`src/rtl/mcst_pkg.sv`:
```
// Package of shared types, codes and constants for the multi-channel soft timer unit.
package mcst_pkg;

  localparam int unsigned DefaultNumTimers = 16;
  localparam int unsigned FuncW = 3;
  localparam int unsigned IdW = 5;
  localparam int unsigned TimeW = 32;
  localparam int unsigned KindW = 2;
  localparam logic [TimeW-1:0] AllOnes = '1;
  localparam logic [TimeW-1:0] MinOkPeriod = 32'd3;
  localparam logic [TimeW-1:0] ShortPeriod = 32'd2;

  typedef enum logic [FuncW-1:0] {
    FUNC_TICK   = 3'd0,
    FUNC_CREATE = 3'd1,
    FUNC_CHANGE = 3'd2,
    FUNC_KILL   = 3'd3,
    FUNC_RESET  = 3'd4,
    FUNC_CALL   = 3'd5
  } func_e;

  typedef enum logic [KindW-1:0] {
    KIND_REPLY   = 2'd0,
    KIND_EXPIRY  = 2'd1,
    KIND_SUMMARY = 2'd2
  } kind_e;

  // Classified command handed from the front end to the execution engine.
  typedef enum logic [2:0] {
    OP_TICK,
    OP_ARM,
    OP_KILL,
    OP_RESTART,
    OP_CALL,
    OP_FAIL
  } op_e;

  typedef struct packed {
    op_e              op;
    logic [IdW-1:0]   id;
    logic [TimeW-1:0] period;
    logic             periodic;
    logic [TimeW-1:0] now;
  } cmd_t;

  typedef struct packed {
    kind_e            kind;
    logic [IdW-1:0]   id;
    logic             status;
    logic [TimeW-1:0] wait_val;
    logic             last;
  } res_t;

endpackage

```
`src/rtl/mcst_front.sv`:
```
// Front end: accepts commands, picks the target slot and queues classified commands.
module mcst_front #(
  parameter int unsigned NumTimers = mcst_pkg::DefaultNumTimers
) (
  input  logic                        clk_i,
  input  logic                        rst_ni,
  input  logic                        push_i,
  output logic                        full_o,
  input  logic [mcst_pkg::FuncW-1:0]  func_i,
  input  logic [mcst_pkg::IdW-1:0]    timer_id_i,
  input  logic [mcst_pkg::TimeW-1:0]  period_i,
  input  logic                        periodic_i,
  input  logic [mcst_pkg::TimeW-1:0]  now_i,
  input  logic [NumTimers-1:0]        used_i,
  output logic                        cmd_valid_o,
  output mcst_pkg::cmd_t              cmd_o,
  input  logic                        cmd_take_i
);

  localparam int unsigned SlotW = (NumTimers > 1) ? $clog2(NumTimers) : 1;

  // One-entry queue. The used map only changes when the back end executes, and a
  // create is allocated from it here, so only one command may be in flight at a
  // time: a new one is admitted once the back end has taken and applied the last.
  mcst_pkg::cmd_t cmd_q;
  logic           valid_q;
  logic           busy_i_q;
  mcst_pkg::cmd_t cmd_d;
  logic           free_found;
  logic [mcst_pkg::IdW-1:0] free_id;

  always_comb begin
    free_found = 1'b0;
    free_id    = '0;
    for (int s = NumTimers - 1; s >= 0; s--) begin
      if (!used_i[s]) begin
        free_found = 1'b1;
        free_id    = mcst_pkg::IdW'(s + 1);
      end
    end
  end

  always_comb begin
    logic known;
    known = (timer_id_i != '0) && ({1'b0, timer_id_i} <= (mcst_pkg::IdW+1)'(NumTimers));
    if (known) begin
      known = used_i[SlotW'(timer_id_i - 1'b1)];
    end
    cmd_d.id       = timer_id_i;
    cmd_d.period   = (period_i < mcst_pkg::MinOkPeriod) ? mcst_pkg::ShortPeriod : period_i;
    cmd_d.periodic = periodic_i;
    cmd_d.now      = now_i;
    cmd_d.op       = mcst_pkg::OP_FAIL;
    case (func_i)
      mcst_pkg::FUNC_TICK: cmd_d.op = mcst_pkg::OP_TICK;
      mcst_pkg::FUNC_CREATE, mcst_pkg::FUNC_CHANGE: begin
        if (func_i == mcst_pkg::FUNC_CREATE || timer_id_i == '0) begin
          cmd_d.op = free_found ? mcst_pkg::OP_ARM : mcst_pkg::OP_FAIL;
          cmd_d.id = free_id;
        end else if (known) begin
          cmd_d.op = mcst_pkg::OP_ARM;
        end
      end
      mcst_pkg::FUNC_KILL:  if (known) cmd_d.op = mcst_pkg::OP_KILL;
      mcst_pkg::FUNC_RESET: if (known) cmd_d.op = mcst_pkg::OP_RESTART;
      mcst_pkg::FUNC_CALL:  if (known) cmd_d.op = mcst_pkg::OP_CALL;
      default: cmd_d.op = mcst_pkg::OP_FAIL;
    endcase
  end

  assign full_o      = valid_q || busy_i_q;
  assign cmd_valid_o = valid_q;
  assign cmd_o       = cmd_q;

  // busy_i_q covers the cycle in which the back end applies a taken command.
  always_ff @(posedge clk_i or negedge rst_ni) begin
    if (!rst_ni) begin
      valid_q  <= 1'b0;
      busy_i_q <= 1'b0;
    end else begin
      busy_i_q <= valid_q && cmd_take_i;
      if (valid_q && cmd_take_i) begin
        valid_q <= 1'b0;
      end else if (push_i && !full_o) begin
        valid_q <= 1'b1;
      end
    end
  end

  always_ff @(posedge clk_i) begin
    if (push_i && !full_o) begin
      cmd_q <= cmd_d;
    end
  end

endmodule

```
`src/rtl/mcst_back.sv`:
```
// Back end: executes commands on the timer table and scans it on a tick.
module mcst_back #(
  parameter int unsigned NumTimers = mcst_pkg::DefaultNumTimers
) (
  input  logic                 clk_i,
  input  logic                 rst_ni,
  input  logic                 cmd_valid_i,
  input  mcst_pkg::cmd_t       cmd_i,
  output logic                 cmd_take_o,
  output logic [NumTimers-1:0] used_o,
  output logic                 res_valid_o,
  output mcst_pkg::res_t       res_o,
  input  logic                 res_ready_i
);

  localparam int unsigned SlotW = (NumTimers > 1) ? $clog2(NumTimers) : 1;

  typedef enum logic [2:0] {
    ST_IDLE,
    ST_READ,
    ST_EVAL,
    ST_WAITRES,
    ST_CALLREP
  } state_e;

  logic [mcst_pkg::TimeW-1:0] period_mem [NumTimers];
  logic [mcst_pkg::TimeW-1:0] start_mem  [NumTimers];
  logic [NumTimers-1:0] used_q, running_q, oneshot_q, repeat_q, saved_q;

  state_e                     state_q;
  mcst_pkg::cmd_t             cmd_q;
  logic [SlotW-1:0]           slot_q;
  logic [mcst_pkg::TimeW-1:0] rd_period_q, rd_start_q;
  logic [mcst_pkg::TimeW-1:0] wait_q;
  logic                       due_q;
  logic                       res_valid_q;
  mcst_pkg::res_t             res_q;
  logic                       last_slot;

  assign used_o      = used_q;
  assign res_valid_o = res_valid_q;
  assign res_o       = res_q;
  assign cmd_take_o  = (state_q == ST_IDLE) && cmd_valid_i && !res_valid_q;
  assign last_slot   = ({1'b0, slot_q} == (SlotW+1)'(NumTimers - 1));

  // Memory read port, registered.
  always_ff @(posedge clk_i) begin
    rd_period_q <= period_mem[slot_q];
    rd_start_q  <= start_mem[slot_q];
  end

  // Evaluation of the slot read in the previous cycle.
  logic [mcst_pkg::TimeW-1:0] elapsed, remain;
  logic                       expired;
  assign elapsed = cmd_q.now - rd_start_q;
  assign expired = elapsed >= rd_period_q;
  assign remain  = rd_period_q - elapsed;

  logic [SlotW-1:0] cmd_slot;
  assign cmd_slot = SlotW'(cmd_i.id - 1'b1);

  always_ff @(posedge clk_i) begin
    if (cmd_take_o && cmd_i.op == mcst_pkg::OP_ARM) begin
      period_mem[cmd_slot] <= cmd_i.period;
      start_mem[cmd_slot]  <= cmd_i.now;
    end else if (cmd_take_o && cmd_i.op == mcst_pkg::OP_RESTART) begin
      start_mem[cmd_slot]  <= cmd_i.now;
    end else if (state_q == ST_EVAL && used_q[slot_q] && expired && repeat_q[slot_q]) begin
      start_mem[slot_q] <= rd_start_q + rd_period_q;
    end
  end

  always_ff @(posedge clk_i or negedge rst_ni) begin
    if (!rst_ni) begin
      state_q     <= ST_IDLE;
      used_q      <= '0;
      running_q   <= '0;
      oneshot_q   <= '0;
      repeat_q    <= '0;
      saved_q     <= '0;
      res_valid_q <= 1'b0;
      slot_q      <= '0;
      due_q       <= 1'b0;
      wait_q      <= '0;
      cmd_q       <= '0;
      res_q       <= '0;
    end else begin
      if (res_valid_q && res_ready_i) begin
        res_valid_q <= 1'b0;
      end
      case (state_q)
        ST_IDLE: begin
          if (cmd_take_o) begin
            cmd_q       <= cmd_i;
            res_q.kind  <= mcst_pkg::KIND_REPLY;
            res_q.id    <= cmd_i.id;
            res_q.status <= 1'b0;
            res_q.wait_val <= '0;
            res_q.last  <= 1'b1;
            case (cmd_i.op)
              mcst_pkg::OP_TICK: begin
                slot_q  <= '0;
                wait_q  <= mcst_pkg::AllOnes;
                due_q   <= 1'b0;
                state_q <= ST_READ;
              end
              mcst_pkg::OP_ARM: begin
                used_q[cmd_slot]    <= 1'b1;
                running_q[cmd_slot] <= 1'b1;
                oneshot_q[cmd_slot] <= !cmd_i.periodic;
                repeat_q[cmd_slot]  <= cmd_i.periodic;
                saved_q[cmd_slot]   <= cmd_i.periodic;
                res_valid_q <= 1'b1;
              end
              mcst_pkg::OP_KILL: begin
                running_q[cmd_slot] <= 1'b0;
                oneshot_q[cmd_slot] <= 1'b0;
                repeat_q[cmd_slot]  <= 1'b0;
                res_valid_q <= 1'b1;
              end
              mcst_pkg::OP_RESTART: begin
                running_q[cmd_slot] <= 1'b1;
                oneshot_q[cmd_slot] <= !saved_q[cmd_slot];
                repeat_q[cmd_slot]  <= saved_q[cmd_slot];
                res_valid_q <= 1'b1;
              end
              mcst_pkg::OP_CALL: begin
                if (running_q[cmd_slot]) begin
                  res_q.kind <= mcst_pkg::KIND_EXPIRY;
                  res_q.last <= 1'b0;
                  state_q    <= ST_CALLREP;
                end
                res_valid_q <= 1'b1;
              end
              default: begin
                res_q.id     <= '0;
                res_q.status <= 1'b1;
                res_valid_q  <= 1'b1;
              end
            endcase
          end
        end
        ST_CALLREP: begin
          if (!res_valid_q || res_ready_i) begin
            res_q.kind  <= mcst_pkg::KIND_REPLY;
            res_q.last  <= 1'b1;
            res_valid_q <= 1'b1;
            state_q     <= ST_IDLE;
          end
        end
        ST_READ: begin
          state_q <= ST_EVAL;
        end
        ST_EVAL: begin
          // The model's fire pass and wait pass touch each slot independently,
          // so both are folded into one visit per slot.
          if (used_q[slot_q]) begin
            if (expired && (repeat_q[slot_q] || oneshot_q[slot_q])) begin
              res_q.kind     <= mcst_pkg::KIND_EXPIRY;
              res_q.id       <= mcst_pkg::IdW'({1'b0, slot_q} + 1'b1);
              res_q.status   <= 1'b0;
              res_q.wait_val <= '0;
              res_q.last     <= 1'b0;
              res_valid_q    <= 1'b1;
            end
            if (expired && oneshot_q[slot_q]) begin
              running_q[slot_q] <= 1'b0;
              oneshot_q[slot_q] <= 1'b0;
            end else if (running_q[slot_q]) begin
              if (expired && !repeat_q[slot_q]) begin
                due_q <= 1'b1;
              end else begin
                logic [mcst_pkg::TimeW-1:0] r;
                logic [mcst_pkg::TimeW-1:0] el2;
                el2 = expired ? (elapsed - rd_period_q) : elapsed;
                r   = expired ? (rd_period_q - el2) : remain;
                if (expired && el2 >= rd_period_q) begin
                  due_q <= 1'b1;
                end else if (r < wait_q) begin
                  wait_q <= r;
                end
              end
            end
          end
          state_q <= ST_WAITRES;
        end
        ST_WAITRES: begin
          if (!res_valid_q || res_ready_i) begin
            if (last_slot) begin
              res_q.kind     <= mcst_pkg::KIND_SUMMARY;
              res_q.id       <= '0;
              res_q.status   <= 1'b0;
              res_q.wait_val <= due_q ? '0 : wait_q;
              res_q.last     <= 1'b1;
              res_valid_q    <= 1'b1;
              state_q        <= ST_IDLE;
            end else begin
              slot_q  <= slot_q + 1'b1;
              state_q <= ST_READ;
            end
          end
        end
        default: state_q <= ST_IDLE;
      endcase
    end
  end

endmodule

```
`src/rtl/multi_channel_soft_timer_unit.sv`:
```
// Top level of the multi-channel soft timer unit.
// The unit holds NumTimers periodic or one-shot timer channels. Each command
// transaction pushed on the input queue carries a function code, a timer id,
// a period, a mode flag and the current free-running time.
// The input side is a queue: a transaction is taken when push is high and
// full is low. Results leave through a queue as well: the oldest result is
// on the ports while empty is low and is taken when pop is high.
// A front end classifies each command and picks the free slot for a create;
// a back end applies it to the timer table and scans the table on a tick.
// A non-tick command waits in the front queue until the back end is idle with
// no result pending; its first result is registered as it is taken, and the
// next command is accepted only once the previous one has been applied.
// A tick visits every slot in turn through the read, eval and wait states,
// as the period and start memories have a single read port; every expired
// running timer yields one expiry result and a summary result with the
// shortest remaining wait closes the tick.
// If the receiver stalls, the result register holds and the scan pauses.
// Reset empties the table: no timer is in use and both queues are empty.
module multi_channel_soft_timer_unit #(
  parameter int unsigned NumTimers = mcst_pkg::DefaultNumTimers
) (
  input  logic                         clk_i,
  input  logic                         rst_ni,
  input  logic                         push,
  output logic                         full,
  input  logic [mcst_pkg::FuncW-1:0]   func_i,
  input  logic [mcst_pkg::IdW-1:0]     timer_id_i,
  input  logic [mcst_pkg::TimeW-1:0]   period_i,
  input  logic                         periodic_i,
  input  logic [mcst_pkg::TimeW-1:0]   now_i,
  output logic                         empty,
  input  logic                         pop,
  output logic [mcst_pkg::KindW-1:0]   result_kind_o,
  output logic [mcst_pkg::IdW-1:0]     reply_id_o,
  output logic                         status_o,
  output logic [mcst_pkg::TimeW-1:0]   next_wait_o,
  output logic                         last_o
);

  logic                 cmd_valid, cmd_take, res_valid;
  mcst_pkg::cmd_t       cmd;
  mcst_pkg::res_t       res;
  logic [NumTimers-1:0] used;

  mcst_front #(.NumTimers(NumTimers)) u_front (
    .clk_i, .rst_ni, .push_i(push), .full_o(full),
    .func_i, .timer_id_i, .period_i, .periodic_i, .now_i,
    .used_i(used), .cmd_valid_o(cmd_valid), .cmd_o(cmd), .cmd_take_i(cmd_take)
  );

  mcst_back #(.NumTimers(NumTimers)) u_back (
    .clk_i, .rst_ni, .cmd_valid_i(cmd_valid), .cmd_i(cmd), .cmd_take_o(cmd_take),
    .used_o(used), .res_valid_o(res_valid), .res_o(res), .res_ready_i(pop)
  );

  assign empty         = !res_valid;
  assign result_kind_o = res.kind;
  assign reply_id_o    = res.id;
  assign status_o      = res.status;
  assign next_wait_o   = res.wait_val;
  assign last_o        = res.last;

  // A failed reply never names a timer.
  assert property (@(posedge clk_i) disable iff (!rst_ni)
    (!empty && status_o) |-> (reply_id_o == '0))
    else $error("failed reply carries a timer id");

  // Only a summary carries a wait value.
  assert property (@(posedge clk_i) disable iff (!rst_ni)
    (!empty && result_kind_o != mcst_pkg::KIND_SUMMARY) |-> (next_wait_o == '0))
    else $error("wait value outside a summary");

  // A summary always ends its transaction.
  assert property (@(posedge clk_i) disable iff (!rst_ni)
    (!empty && result_kind_o == mcst_pkg::KIND_SUMMARY) |-> last_o)
    else $error("summary not marked last");

endmodule
```
`config.mk`:
```
export PLATFORM = sky130hd
export DESIGN_NAME = multi_channel_soft_timer_unit
export DESIGN_NICKNAME = d
export VERILOG_FILES = /design/src/rtl/mcst_pkg.sv /design/src/rtl/mcst_front.sv /design/src/rtl/mcst_back.sv /design/src/rtl/multi_channel_soft_timer_unit.sv
export SDC_FILE = /design/constraint.sdc
export NUM_CORES = 2
export LEC_CHECK = 0
export BUFFER_PORTS_ARGS = -buffer_cell sky130_fd_sc_hd__buf_2
export CORE_MARGIN = 1
export CORE_UTILIZATION = 40
export DETAILED_ROUTE_END_ITERATION = 10
export PLACE_DENSITY = 0.6
export SYNTH_ARGS = -nofsm -noshare
export SYNTH_HDL_FRONTEND = slang
export SYNTH_SLANG_ARGS = --single-unit
```
`constraint.sdc`:
```
create_clock -name clk_i -period 19.3 [get_ports clk_i]
set_input_delay 0.965 -clock clk_i [delete_from_list [all_inputs] [get_ports clk_i]]
set_output_delay 0.965 -clock clk_i [all_outputs]
set_load 0.05 [all_outputs]
```
==> results_dict.tcl <==
set metrics [dict create \
    status "finished, final reports clean" \
    port_buffers 119 \
    timing.final.crit_share 0.630 \
    grt_max_degree 77 \
    cts_root_buffer "clkbuf_16" \
    synth_seq_area_share 0.634 \
    grt_pass1_wl_mm 241 \
    postCtsHoldBufs 0 \
    layout_min_cycle_time_ns 12.16 \
    synth_cells 4091 \
    dp_hpwl_mm 101 \
    numCtsBuffers 142 \
    rows 143 \
    cts_tree "yes" \
    num_antenna_cells 0 \
    rr_startpoint "u_back.cmd_q[0]" \
    fp.dieH_um 395 \
    drive_gt1_frac 0.207 \
    cp-end-kind "flip-flop" \
    drc_errors 0 \
    ys.warnings.count 0 \
    fill_cells 13400 \
    crit_arrival_ns 12.81 \
    r2r_setup_slack_ns 7.14 \
    final_nets 4516 \
    synthFlopType "edfxtp_1" \
    gr-total-overflow 0 \
    fin_worst_skew_ns 0.0361 \
    clock-sinks 1357 \
    area_delta_synth_final_pct 12.8 \
    wirelength_mm 163 \
    setup_viol 0 \
    drv_slew 0 \
    path_clk_slew_ns 0.06 \
    fmax_mhz 82.3 \
    h-tree-depth 4 \
    crit_fanout 58 \
    ios 120 \
    drt_pass1_iterations 7 \
    synth_cell_types 98 \
    syn_area_um2 61700 \
    tightestPinTransition_ns 1.23 \
    avgSynthCellArea_um2 15.1 \
    antenna_found_initial 11 \
    crit_slowest_cell "a21oi_4" \
    vias 35900 \
    wl_per_cell_um 25.5 \
    cts_resized 0 \
    clock_latency_ns 0.80 \
    synth.ff_latch_count 1357 \
    clk_path_buf_depth 3 \
    maxCapViolations 0 \
    drtIter0Drc 2998 \
    relSlewSlack 0.180 \
    drtAntennaViolNets 0 \
    grt_pass1_vias 36300 \
    hold_violations 0 \
    reg2reg_depth 41 \
    min_path_type "input pin to asynchronous set/reset pin" \
    worst-setup-path-type "flip-flop to flip-flop" \
    die_w_um 395 \
    core_area_um2 152000 \
    syn_nets 4372 \
    start_util 0.405 \
    die_area_um2 156000 \
    reg2reg_to "u_back.wait_q[13]" \
    slowest_delay_ns 0.97 \
    worstSetupStartpointType "flip-flop" \
    synth-edff-count 1097 \
    gp_congestion 0.913 \
    via_per_inst 5.62 \
    synthArstFlopShare 0.144 \
    setup_tns_ns 0 \
    cp_data_required_time_ns 19.95 \
    track_usage 0.209 \
    rsz0062_at_grt "no" \
    cts_setup_buffers 0 \
]
[per-layer routing]
| metal | vias to the layer above | GRT usage | share of wire | wire length, um |
|---|---|---|---|---|
| li1 | 16000 | - | - | - |
| met1 | 18600 | 0.284 | 0.43 | 69800 |
| met2 | 1044 | 0.355 | 0.50 | 81800 |
| met3 | 208 | 0.0259 | 0.048 | 7850 |
| met4 | 0 | 0.0556 | 0.021 | 3350 |
| met5 | - | 0 | 0 | 0 |
[state kept, by name (all words and copies together), names as in the netlist, 32 cells and up, named ones only]
name	count
u_back.cmd_q	32
u_back.rd_period_q	32
u_back.res_o	41
u_back.start_mem	512
u_back.rd_start_q	32
u_back.period_mem	512
u_back.wait_q	32
u_front.cmd_o	73
[final cells by class]
class	instances	area, um2	share of cell area
Multi-Input combinational cell	2332	21300	0.306
Clock buffer	185	3810	0.0548
Clock inverter	72	778	0.0112
Sequential cell	1357	39100	0.562
Inverter	195	732	0.0105
Timing Repair Buffer	207	1270	0.0182
Tap cell	2030	2540	0.0365
[how the worst max path moves through the flow]
stage / to / cells after the start / start / slack (ns)
finish: u_back.wait_q[13] / 41 / u_back.cmd_q[0] / 7.14
global route: u_back.wait_q[13] / 41 / u_back.cmd_q[0] / 6.29
CTS: u_back.wait_q[13] / 42 / u_back.cmd_q[0] / 7.33
detailed placement: u_back.wait_q[25] / 42 / u_back.cmd_q[0] / 7.43
global placement: u_back.wait_q[25] / 42 / u_back.cmd_q[0] / 7.48
floorplan: u_back.wait_q[13] / 45 / u_back.cmd_q[0] / 9.90
[worst max-delay path: cells and delay by family, from the launching register on]
family | cells | cell delay [ns]
AO/OA/AOI/OAI | 25 | 7.84
adder cells (fa/ha/maj) | 5 | 1.47
flip-flops | 1 | 0.36
buffers and inverters | 3 | 0.65
AND/OR/NAND/NOR | 6 | 1.27
XOR/XNOR | 2 | 0.33
[per-stage QoR]
step | util | std cells | area (um2) | setup slack [ns] | hold slack (ns)
3_5_place_dp | 0.426 | 6120 | 65000 | 7.43 | 0.465
6_report | 0.457 | 6378 | 69600 | 7.14 | 0.142
3_3_place_gp | 0.426 | 6120 | 65000 | 7.48 | 0.461
2_1_floorplan | - | 4091 | 61700 | 9.90 | 0.435
4_1_cts | 0.456 | 6377 | 69600 | 7.33 | 0.142
5_1_grt | 0.457 | 6378 | 69600 | 6.29 | 0.170
[placed cells by master (no fill, tap or decap), drive strengths merged, types with 11 or more instances in the layout]
master and count:
edfxtp 1097, nand2 370, mux4 352, o21ai 226
buf 206, inv 202, nor2 200, ha 199
dfrtp 196, a21oi 194, clkbuf 186, xnor2 81
a21o 67, dfxtp 64, xor2 57, clkinv 55
nor3 43, mux2 37, o21bai 33, nand2b 29
a211oi 27, nand3 27, o22ai 27, o21a 26
o211ai 26, nand4 22, o31ai 22, and3 21
nor2b 20, or2 20, mux2i 18, a211o 18
a31oi 18, nor4 12, or3 12, and2 11
[kinds of logic (layout without fill, tap and decap cells)]
group / count (synthesis) / after routing / share of synthesized area
buffers and inverters: 402 / 659 / 0.0265
AND/OR/NAND/NOR: 818 / 818 / 0.0599
multiplexers: 407 / 407 / 0.138
flip-flops: 1357 / 1357 / 0.634
XOR/XNOR: 138 / 138 / 0.0196
AO/OA/AOI/OAI: 765 / 765 / 0.0796
adder cells (fa/ha/maj): 204 / 204 / 0.0420
[cells in the mapped netlist, drive strengths merged (20+ instances only)]
| master | number | area share |
|---|---|---|
| xnor2 | 81 | 0.012 |
| or2 | 20 | 0.0020 |
| mux2 | 37 | 0.0068 |
| o21a | 26 | 0.0032 |
| nor2b | 20 | 0.0020 |
| nand3 | 27 | 0.0022 |
| dfxtp | 64 | 0.021 |
| o211ai | 26 | 0.0034 |
| a21o | 67 | 0.0082 |
| edfxtp | 1097 | 0.53 |
| a211oi | 27 | 0.0034 |
| xor2 | 57 | 0.0081 |
| buf | 76 | 0.0066 |
| nand2 | 370 | 0.023 |
| mux4 | 352 | 0.13 |
| a21oi | 194 | 0.016 |
| o21ai | 226 | 0.019 |
| dfrtp | 196 | 0.080 |
| inv | 195 | 0.012 |
| o22ai | 27 | 0.0027 |
| nor3 | 43 | 0.0036 |
| nand2b | 29 | 0.0030 |
| and3 | 21 | 0.0021 |
| nand4 | 22 | 0.0023 |
| o31ai | 22 | 0.0029 |
| nor2 | 200 | 0.012 |
| clkbuf | 131 | 0.0080 |
| ha | 199 | 0.040 |
| o21bai | 33 | 0.0040 |
Power is not shown: default switching activity piles up to over one toggle a cycle in this logic, so the estimate is an artifact.
